`src/hw/rtl/table_driven_dfa_scanner_defines.svh`:
```
// Assertion macros shared by the scanner RTL.
`ifndef TABLE_DRIVEN_DFA_SCANNER_DEFINES_SVH
`define TABLE_DRIVEN_DFA_SCANNER_DEFINES_SVH

`ifndef SYNTHESIS
// Same-cycle implication, checked on every rising edge outside reset.
`define TDDS_ASSERT_IMP(label, clk, rst_n, ante, cons, msg) \
    label: assert property (@(posedge clk) disable iff (!rst_n) (ante) |-> (cons)) \
        else $error(msg);
// Next-cycle implication, checked on every rising edge outside reset.
`define TDDS_ASSERT_NXT(label, clk, rst_n, ante, cons, msg) \
    label: assert property (@(posedge clk) disable iff (!rst_n) (ante) |=> (cons)) \
        else $error(msg);
`else
`define TDDS_ASSERT_IMP(label, clk, rst_n, ante, cons, msg)
`define TDDS_ASSERT_NXT(label, clk, rst_n, ante, cons, msg)
`endif

`endif

```
`src/hw/rtl/tdds_pkg.sv`:
```
// Types, codes and the character classifier of the DFA scanner.
package tdds_pkg;

    localparam int DEF_MAX_STATES = 16;
    localparam int NUM_CLASSES    = 12;
    localparam int CLASS_W        = 4;
    localparam int STATE_W        = 5;
    localparam int CFG_IDX_W      = 2;
    localparam int CFG_DATA_W     = 4;

    // State code for the error state
    localparam logic [STATE_W-1:0] STATE_ERR = 5'd16;

    // Character classes
    localparam logic [CLASS_W-1:0] CLASS_WS      = 4'd0;
    localparam logic [CLASS_W-1:0] CLASS_NEWLINE = 4'd1;
    localparam logic [CLASS_W-1:0] CLASS_ALPHA   = 4'd2;
    localparam logic [CLASS_W-1:0] CLASS_ZERO    = 4'd3;
    localparam logic [CLASS_W-1:0] CLASS_OCTAL   = 4'd4;
    localparam logic [CLASS_W-1:0] CLASS_DECIMAL = 4'd5;
    localparam logic [CLASS_W-1:0] CLASS_SLASH   = 4'd6;
    localparam logic [CLASS_W-1:0] CLASS_STAR    = 4'd7;
    localparam logic [CLASS_W-1:0] CLASS_ARITH   = 4'd8;
    localparam logic [CLASS_W-1:0] CLASS_OTHER   = 4'd9;
    localparam logic [CLASS_W-1:0] CLASS_EOF     = 4'd10;
    localparam logic [CLASS_W-1:0] CLASS_ERROR   = 4'd11;

    // Character codes used by the classifier
    localparam logic [7:0] CH_TAB     = 8'h09;
    localparam logic [7:0] CH_NEWLINE = 8'h0A;
    localparam logic [7:0] CH_SPACE   = 8'h20;
    localparam logic [7:0] CH_PERCENT = 8'h25;
    localparam logic [7:0] CH_STAR    = 8'h2A;
    localparam logic [7:0] CH_PLUS    = 8'h2B;
    localparam logic [7:0] CH_MINUS   = 8'h2D;
    localparam logic [7:0] CH_SLASH   = 8'h2F;
    localparam logic [7:0] CH_ZERO    = 8'h30;
    localparam logic [7:0] CH_ONE     = 8'h31;
    localparam logic [7:0] CH_SEVEN   = 8'h37;
    localparam logic [7:0] CH_EIGHT   = 8'h38;
    localparam logic [7:0] CH_NINE    = 8'h39;
    localparam logic [7:0] CH_UPPER_A = 8'h41;
    localparam logic [7:0] CH_UPPER_Z = 8'h5A;
    localparam logic [7:0] CH_LOWER_A = 8'h61;
    localparam logic [7:0] CH_LOWER_Z = 8'h7A;
    localparam logic [7:0] CH_ASCII_MAX = 8'd127;

    // Configuration register indexes
    localparam logic [CFG_IDX_W-1:0] CFG_START  = 2'd0;
    localparam logic [CFG_IDX_W-1:0] CFG_ACCEPT = 2'd1;

    typedef enum logic {
        CMD_LOAD = 1'b0,
        CMD_SCAN = 1'b1
    } cmd_t;

    typedef enum logic [1:0] {
        ST_PROGRESS  = 2'd0,
        ST_ACCEPTED  = 2'd1,
        ST_ABORTED   = 2'd2,
        ST_SKIP_DONE = 2'd3
    } status_t;

    typedef struct packed {
        cmd_t               command;
        logic [3:0]         row_state;
        logic [CLASS_W-1:0] column_class;
        logic [STATE_W-1:0] target_state;
        logic               store_mark;
        logic [7:0]         char_in;
        logic               end_of_input;
    } in_word_t;

    typedef struct packed {
        logic [CLASS_W-1:0] char_class;
        logic [STATE_W-1:0] state_after;
        logic               kept_valid;
        logic [7:0]         kept_char;
        status_t            token_status;
        logic               eof_seen;
    } out_word_t;

    // One transition entry as stored in the table
    typedef struct packed {
        logic [STATE_W-1:0] next;
        logic               store;
    } entry_t;

    localparam int ENTRY_W = $bits(entry_t);

    // Class one byte; the eof mark only wins over other and error bytes
    function automatic logic [CLASS_W-1:0] classify(input logic [7:0] c, input logic eof);
        logic [CLASS_W-1:0] cls;
        if (c == CH_SPACE || c == CH_TAB)
            cls = CLASS_WS;
        else if (c == CH_NEWLINE)
            cls = CLASS_NEWLINE;
        else if (c inside {[CH_UPPER_A:CH_UPPER_Z], [CH_LOWER_A:CH_LOWER_Z]})
            cls = CLASS_ALPHA;
        else if (c == CH_ZERO)
            cls = CLASS_ZERO;
        else if (c inside {[CH_ONE:CH_SEVEN]})
            cls = CLASS_OCTAL;
        else if (c inside {CH_EIGHT, CH_NINE})
            cls = CLASS_DECIMAL;
        else if (c == CH_SLASH)
            cls = CLASS_SLASH;
        else if (c == CH_STAR)
            cls = CLASS_STAR;
        else if (c inside {CH_PERCENT, CH_PLUS, CH_MINUS})
            cls = CLASS_ARITH;
        else if (eof)
            cls = CLASS_EOF;
        else if (c > CH_ASCII_MAX)
            cls = CLASS_ERROR;
        else
            cls = CLASS_OTHER;
        return cls;
    endfunction

endpackage

```
`src/hw/rtl/tdds_ram.sv`:
```
// Generic single-write, single-read RAM with registered read data.
module tdds_ram #(
    parameter int WIDTH = 8,
    parameter int DEPTH = 16
) (
    input  logic                     clk,
    input  logic                     we,
    input  logic [$clog2(DEPTH)-1:0] waddr,
    input  logic [WIDTH-1:0]         wdata,
    input  logic                     re,
    input  logic [$clog2(DEPTH)-1:0] raddr,
    output logic [WIDTH-1:0]         rdata
);

    logic [WIDTH-1:0] mem [DEPTH];
    logic [WIDTH-1:0] rdata_reg;

    // Write port
    always_ff @(posedge clk)
    begin
        if (we)
        begin
            mem[waddr] <= wdata;
        end
    end

    // Read port, held while not enabled
    always_ff @(posedge clk)
    begin
        if (re)
        begin
            rdata_reg <= mem[raddr];
        end
    end

    assign rdata = rdata_reg;

endmodule

```
`src/hw/rtl/table_driven_dfa_scanner.sv`:
```
// Top level of the table-driven DFA scanner: classifier, transition table and state step.
//
// The scanner takes one word per clock while the output is free, load or scan, and returns one
// result word per input word. The transition table is one small RAM per state row, addressed by
// character class, so a scan reads its whole class column at acceptance; the input stage then
// picks the row of the current state and steps the automaton into the result register. That row
// select and state update is the only loop, so the sustained rate is one word per cycle while
// the output is free. Loaded flags (one flip-flop per entry) are cleared by reset directly; no
// clearing pass is needed, and the block is ready right after reset. Configuration writes are
// always taken and must only be issued while the block is idle.
`include "table_driven_dfa_scanner_defines.svh"

module table_driven_dfa_scanner #(
    parameter int MAX_STATES = tdds_pkg::DEF_MAX_STATES
) (
    input  logic                               clk,
    input  logic                               rst_n,
    input  logic                               in_valid,
    output logic                               in_ready,
    input  tdds_pkg::in_word_t                 in_data,
    output logic                               out_valid,
    input  logic                               out_ready,
    output tdds_pkg::out_word_t                out_data,
    input  logic                               cfg_valid,
    output logic                               cfg_ready,
    input  logic [tdds_pkg::CFG_IDX_W-1:0]     cfg_index,
    input  logic [tdds_pkg::CFG_DATA_W-1:0]    cfg_data
);

    import tdds_pkg::*;

    // Rows beyond sixteen can never be reached through the 4-bit row field
    localparam int ROWS  = (MAX_STATES < 16) ? MAX_STATES : 16;
    localparam int ROW_W = $clog2(ROWS);

    logic [3:0]         start_state_reg;
    logic [3:0]         accept_state_reg;
    logic [STATE_W-1:0] current_state_reg;
    logic [STATE_W-1:0] current_state_next;
    logic               token_open_reg;
    logic               token_open_next;
    logic               skipping_reg;
    logic               skipping_next;
    logic               loaded_reg [ROWS][NUM_CLASSES];

    logic               s1_valid_reg;
    cmd_t               s1_cmd_reg;
    logic [CLASS_W-1:0] s1_class_reg;
    logic [7:0]         s1_char_reg;
    logic [ROWS-1:0]    s1_loaded_reg;

    logic               out_valid_reg;
    out_word_t          out_reg;
    out_word_t          out_next;

    logic               in_accept;
    logic               s1_move;
    logic               load_ok;
    logic               scan_fire;
    logic [CLASS_W-1:0] in_class;
    entry_t             wr_entry;
    logic [ENTRY_W-1:0] rd_bits [ROWS];

    logic [STATE_W-1:0] from_state;
    logic [STATE_W-1:0] accept_ext;
    logic               in_table;
    logic               hit;
    entry_t             sel_entry;
    logic [STATE_W-1:0] next_state;
    logic               store_hit;

    // Handshakes
    assign s1_move   = s1_valid_reg && (!out_valid_reg || out_ready);
    assign in_ready  = !s1_valid_reg || s1_move;
    assign in_accept = in_valid && in_ready;
    assign cfg_ready = 1'b1;
    assign out_valid = out_valid_reg;
    assign out_data  = out_reg;

    // Decode the incoming word
    assign in_class  = classify(in_data.char_in, in_data.end_of_input);
    assign scan_fire = in_accept && (in_data.command == CMD_SCAN);
    assign load_ok   = in_accept && (in_data.command == CMD_LOAD)
                       && ({1'b0, in_data.row_state} < STATE_W'(ROWS))
                       && (in_data.column_class < CLASS_W'(NUM_CLASSES));

    // Clamp targets that cannot be a real state to error
    always_comb
    begin
        wr_entry.store = in_data.store_mark;
        if (in_data.target_state >= STATE_W'(ROWS))
            wr_entry.next = STATE_ERR;
        else
            wr_entry.next = in_data.target_state;
    end

    // One table row per state, addressed by class
    for (genvar r = 0; r < ROWS; r++)
    begin : g_row
        logic row_we;

        assign row_we = load_ok && ({1'b0, in_data.row_state} == STATE_W'(r));

        tdds_ram #(
            .WIDTH(ENTRY_W),
            .DEPTH(NUM_CLASSES)
        ) u_ram (
            .clk   (clk),
            .we    (row_we),
            .waddr (in_data.column_class),
            .wdata (wr_entry),
            .re    (scan_fire),
            .raddr (in_class),
            .rdata (rd_bits[r])
        );
    end

    // Mark entries as loaded
    always_ff @(posedge clk or negedge rst_n)
    begin
        if (!rst_n)
        begin
            for (int r = 0; r < ROWS; r++)
            begin
                for (int c = 0; c < NUM_CLASSES; c++)
                begin
                    loaded_reg[r][c] <= 1'b0;
                end
            end
        end
        else if (load_ok)
        begin
            loaded_reg[in_data.row_state[ROW_W-1:0]][in_data.column_class] <= 1'b1;
        end
    end

    // Configuration registers
    always_ff @(posedge clk or negedge rst_n)
    begin
        if (!rst_n)
        begin
            start_state_reg  <= 4'd0;
            accept_state_reg <= 4'd1;
        end
        else if (cfg_valid && cfg_ready)
        begin
            case (cfg_index)
                CFG_START:  start_state_reg  <= cfg_data;
                CFG_ACCEPT: accept_state_reg <= cfg_data;
                default:    ;
            endcase
        end
    end

    // Input stage valid
    always_ff @(posedge clk or negedge rst_n)
    begin
        if (!rst_n)
            s1_valid_reg <= 1'b0;
        else if (in_accept)
            s1_valid_reg <= 1'b1;
        else if (s1_move)
            s1_valid_reg <= 1'b0;
    end

    // Input stage payload, with the loaded flags of the class column
    always_ff @(posedge clk)
    begin
        if (in_accept)
        begin
            s1_cmd_reg   <= in_data.command;
            s1_class_reg <= in_class;
            s1_char_reg  <= in_data.char_in;
            for (int r = 0; r < ROWS; r++)
            begin
                s1_loaded_reg[r] <= loaded_reg[r][in_class];
            end
        end
    end

    // Look up the move from the current or start row
    assign accept_ext = {1'b0, accept_state_reg};
    assign from_state = token_open_reg ? current_state_reg : {1'b0, start_state_reg};
    assign in_table   = from_state < STATE_W'(ROWS);
    assign sel_entry  = entry_t'(rd_bits[from_state[ROW_W-1:0]]);
    assign hit        = in_table && s1_loaded_reg[from_state[ROW_W-1:0]];
    assign store_hit  = hit && sel_entry.store;

    always_comb
    begin
        if (hit)
            next_state = sel_entry.next;
        else if (s1_class_reg == CLASS_EOF && from_state != accept_ext)
            next_state = accept_ext;
        else
            next_state = STATE_ERR;
    end

    // Step the token state and build the result word
    always_comb
    begin
        current_state_next = current_state_reg;
        token_open_next    = token_open_reg;
        skipping_next      = skipping_reg;
        out_next           = '0;
        if (s1_cmd_reg == CMD_SCAN)
        begin
            current_state_next    = next_state;
            out_next.char_class   = s1_class_reg;
            out_next.state_after  = next_state;
            out_next.eof_seen     = (s1_class_reg == CLASS_EOF);
            if (!skipping_reg)
            begin
                if (next_state != STATE_ERR && store_hit)
                begin
                    out_next.kept_valid = 1'b1;
                    out_next.kept_char  = s1_char_reg;
                end
                if (next_state == accept_ext)
                begin
                    out_next.token_status = ST_ACCEPTED;
                    token_open_next       = 1'b0;
                end
                else if (next_state == STATE_ERR)
                begin
                    out_next.token_status = ST_ABORTED;
                    token_open_next       = 1'b0;
                    skipping_next         = 1'b1;
                end
                else
                begin
                    token_open_next = 1'b1;
                end
            end
            else
            begin
                if (next_state == accept_ext)
                begin
                    out_next.token_status = ST_SKIP_DONE;
                    token_open_next       = 1'b0;
                    skipping_next         = 1'b0;
                end
                else if (next_state == STATE_ERR)
                begin
                    token_open_next = 1'b0;
                end
                else
                begin
                    token_open_next = 1'b1;
                end
            end
        end
    end

    // Commit the step when the word advances
    always_ff @(posedge clk or negedge rst_n)
    begin
        if (!rst_n)
        begin
            current_state_reg <= '0;
            token_open_reg    <= 1'b0;
            skipping_reg      <= 1'b0;
        end
        else if (s1_move)
        begin
            current_state_reg <= current_state_next;
            token_open_reg    <= token_open_next;
            skipping_reg      <= skipping_next;
        end
    end

    // Result register valid
    always_ff @(posedge clk or negedge rst_n)
    begin
        if (!rst_n)
            out_valid_reg <= 1'b0;
        else if (s1_move)
            out_valid_reg <= 1'b1;
        else if (out_ready)
            out_valid_reg <= 1'b0;
    end

    // Result register payload
    always_ff @(posedge clk)
    begin
        if (s1_move)
        begin
            out_reg <= out_next;
        end
    end

    `TDDS_ASSERT_NXT(a_skip_no_keep, clk, rst_n, s1_move && s1_cmd_reg == CMD_SCAN && skipping_reg, !out_reg.kept_valid, "character kept while skipping")
    `TDDS_ASSERT_NXT(a_load_zero, clk, rst_n, s1_move && s1_cmd_reg == CMD_LOAD, out_reg == '0, "load result not zero")
    `TDDS_ASSERT_NXT(a_abort_skip, clk, rst_n, s1_move && s1_cmd_reg == CMD_SCAN && out_next.token_status == ST_ABORTED, skipping_reg, "abort did not start skipping")
    `TDDS_ASSERT_IMP(a_open_not_err, clk, rst_n, token_open_reg, current_state_reg != STATE_ERR, "token open in error state")
    `TDDS_ASSERT_IMP(a_kept_char_zero, clk, rst_n, out_valid_reg && !out_reg.kept_valid, out_reg.kept_char == '0, "kept_char set without kept_valid")

endmodule
```
`config.mk`:
```
export PLATFORM = sky130hd
export DESIGN_NAME = table_driven_dfa_scanner
export DESIGN_NICKNAME = d
export VERILOG_FILES = /design/src/hw/rtl/tdds_pkg.sv /design/src/hw/rtl/tdds_ram.sv /design/src/hw/rtl/table_driven_dfa_scanner.sv
export VERILOG_INCLUDE_DIRS = /design/src /design/src/hw/rtl
export SDC_FILE = /design/constraint.sdc
export NUM_CORES = 2
export LEC_CHECK = 0
export BUFFER_PORTS_ARGS = -buffer_cell sky130_fd_sc_hd__buf_4
export CAP_MARGIN = 30
export CORE_MARGIN = 5
export CORE_UTILIZATION = 63
export DETAILED_ROUTE_END_ITERATION = 7
export PLACE_DENSITY = 0.84
export SLEW_MARGIN = 20
export SYNTH_ARGS = -nofsm -noshare
export SYNTH_HDL_FRONTEND = slang
export SYNTH_HIERARCHICAL = 1
export SYNTH_SLANG_ARGS = --single-unit
```
`constraint.sdc`:
```
create_clock -name clk -period 3.81 [get_ports clk]
set_input_delay 0.381 -clock clk [delete_from_list [all_inputs] [get_ports clk]]
set_output_delay 0.381 -clock clk [all_outputs]
set_load 0.005 [all_outputs]
```
==> results.yml <==
outcome:
  status: "completed"
routing:
  ant_nets: 0
  avgRoutedWirePerCell_um: 31.0
  drc: 0
  vias: 34160
  detail_route.first_pass.iterations: 8
  via_per_inst: 7.01
  dr.first_iter.drc_count: 5132
  drt-total-wl_um: 151000
timing:
  fin_crit_ps: 3660
  rsz0062_at_grt: "no"
  setup_violations: 0
  hold_viol_final: 0
  layout_setup_ws_ps: 147
  clock_skew_ps: 27.0
  finalCritPeriodShare_pct: 96.1
  relSlewSlack_pct: 30.4
  finalSetupTns_ps: 0
  tightest_slew_ps: 1040
  max_freq_ghz: 0.273
  slew_violations: 0
grt:
  antenna_found_initial: 5
  grt-ovfl-total: 0
  gr-usage-met3_pct: 7.28
  gr-usage-met2_pct: 47.5
  grtUsageMet1_pct: 38.1
  grt_max_degree: 193
  grtUsageTotal_pct: 29.2
  grt.busiest_layer: "met2"
  grt_pass1_wl_um: 224000
  grt_pass1_vias: 34753
critical_path:
  arrival_ps: 4130
  path_buf_inv: 4
  critical-path-max-stage-delay_ps: 630
  path_class: "in -> reg"
  critPathMostFrequentCell: "nor4b_2"
  crit_path_start_kind: "input port"
  rr_worst_depth: 8
  critPathSlowestCell: "mux4_1"
  required_ps: 4280
  worstReg2RegEnd: "out_data[10]"
  critical_path_depth: 12
  crit_end: "g_row[7].u_ram/rdata[1]"
  r2r_slack_ps: 170
  crit_start: "in_data[5]"
  endpoint_kind: "flip-flop"
  r2r-start: "token_open_reg"
  critPathMaxFanout: 28
  path_delay_family: "buffers and inverters"
  worstPathCellList: "dlygate4sd3_1, buf_4, nor4b_2, nor4b_2, o21ai_1, a2bb2oi_1, o22ai_2, inv_8, buf_12, mux4_1, a22oi_1, o221ai_1"
floorplanning:
  die-area_mm2: 0.102
  io_pins: 59
  die_width_um: 319
  initial_core_util_pct: 63.5
  coreArea_mm2: 0.0950
  rows: 113
  die_y_um: 319
placement:
  dp_slack_ps: 50.5
  dp_hpwl_um: 87100
  place.gp.congestion: 0.913
  port-buffer-count: 57
  dpl.cell_count: 4581
clock_tree:
  cts-buffers-inserted: 143
  clock_sinks: 1507
  cts_root_buffer: "clkbuf_16"
  cts_max_path_buffers: 3
  clock_latency_ps: 760
  htreeDepth: 4
  cts_tree: "done"
  path_clk_slew_ps: 70
finish:
  fillers: 5159
  final_cells: 4871
  nets: 3522
  drive_gt1_share_pct: 18.7
  largest_reg_flops: 1152
  area_growth_pct: 12.6
synthesis:
  yosysUniqueCellTypes: 65
  synth_seq_area_share_pct: 73.3
  syn_nets: 3272
  synth_edf_count: 1298
  synth-seq-cells: 1507
  synthArstFlopShare_pct: 13.9
  syn_avg_cell_area_um2: 18.6
  synthFlopType: "edfxtp_1"
  syn-cell-area_mm2: 0.0603
  synth_cells: 3237
  yosysWarningCount: 6
power:
  p_sw_mw: 8.69
  p_comb_share_pct: 10.4
  clkPwrFrac_pct: 39.0
  powerDensity_mw_per_mm2: 536
  p_leak_nw: 24.2
  total_power_mw: 36.4
  swShare_pct: 23.9
  seqPwrFrac_pct: 50.6
  p_int_mw: 27.7
  vdd.ir_drop.worst_v: 0.000629
run:
  max_cap_viol_count: 0
worst_hold_path:
  hp-start: "in_data[9]"
  min-delay-path-class: "in -> reg"
layout make-up:
type / instances / area, um^2 / area share [%]
Antenna cell: 2 / 5.00 / 0.00737
Clock buffer: 191 / 3920 / 5.78
Clock inverter: 71 / 721 / 1.06
Inverter: 17 / 71.3 / 0.105
Multi-Input combinational cell: 1579 / 15200 / 22.4
Sequential cell: 1507 / 44200 / 65.1
Tap cell: 1265 / 1580 / 2.33
Timing Repair Buffer: 239 / 2200 / 3.24
per-stage QoR:
| step | area [um^2] | util (%) | hold WS (ps) |
|---|---|---|---|
| 3_3_place_gp | 62900 | 66.2 | 430 |
| 5_1_grt | 67900 | 71.5 | 9.28 |
| 2_1_floorplan | 60400 | - | 85.4 |
| 3_5_place_dp | 62900 | 66.2 | 440 |
| 6_report | 67900 | 71.5 | 31.5 |
| 4_1_cts | 67700 | 71.3 | 48.3 |
placed cells by master (no fill, tap or decap), drive strengths merged, types with 4 or more instances in the layout:
master and instances:
o221ai 96, inv 26, o22ai 33, mux4 216, dfrtp 208, o21ai 27, clkbuf 192, edfxtp 1298
a21o 145, nand3b 35, xnor2 7, nor3 59, clkinv 48, and2 14, a22oi 105, buf 221
bufinv 11, a211o 16, nand2b 64, nor2 191, a211oi 12, nand3 8, mux2i 285, o21bai 50
nor2b 32, nand2 82, dlygate4sd3 17, a21oi 15, or3b 18, mux2 25, o31ai 4, nor3b 4
cell families (layout without fill, tap and decap cells):
| group | count (synthesis) | in the layout | share of synthesized area, % |
|---|---|---|---|
| AOI/OAI and AO/OA | 517 | 517 | 6.78 |
| muxes | 526 | 526 | 13.7 |
| and+or+nand+nor | 526 | 526 | 4.39 |
| buffers and inverters | 151 | 518 | 1.68 |
| DFF | 1507 | 1507 | 73.3 |
| other | 1 | 3 | 0.00622 |
| xor gates and xnor gates | 9 | 9 | 0.131 |
worst reg2reg max path: cells and delay by family (launching register included):
family	cells	cell delay, ps
flops	1	410
simple gates	4	1210
compound gates	1	230
mux	3	1660
power by group through the flow:
stage	Clock, mW	Sequential (mW)	Combinational [mW]
2_1_floorplan	0	18.7	2.35
3_3_place_gp	0	18.7	3.38
3_5_place_dp	0	18.7	3.53
4_1_cts	14.2	18.4	3.62
5_1_grt	15.0	18.4	3.90
6_report	14.2	18.4	3.77
worst min path at each step:
stage                                            end  depth (start not counted)
after floorplan                  accept_state_reg[1]                          0
after global placement               loaded_reg[116]                          1
after detailed placement             loaded_reg[179]                          1
after CTS                         start_state_reg[1]                          3
after global routing       g_row[12].u_ram/mem[1][0]                          1
final                     g_row[12].u_ram/mem[10][0]                          1
Yosys cell counts (19+ instances only):
cell type,count,share of area [%]
o22ai_1,33,0.34
nor2_1,191,1.2
edfxtp_1,1298,65
nand2b_1,64,0.66
mux4_2,152,5.7
mux2_2,24,0.45
nand3b_1,35,0.44
clkbuf_1,64,0.40
a21o_1,145,1.8
buf_6,19,0.35
a22oi_1,88,1.1
nor3_1,58,0.48
nor2b_1,32,0.33
dfrtp_1,208,8.6
nand2_1,82,0.51
o221ai_1,80,1.2
o21bai_1,50,0.62
mux2i_1,283,4.7
mux4_1,64,2.8
buf_2,33,0.27
repair_timing:
| item | in CTS | in global routing |
|---|---|---|
| endpoints found under the setup margin | 0 | 98 |
| hold buffers | 17 | 0 |
| gates resized for setup | 0 | 4 |
| setup buffers | 0 | 0 |
| endpoints found under the hold margin | 130 | 0 |
routing by layer:
layer | part of all wire (%) | up-vias
met4 | 4.6 | 0
met3 | 12 | 483
met2 | 49 | 2714
li1 | - | 13702
met5 | 0 | -
met1 | 34 | 17261
(Power assumes the default switching activity.)
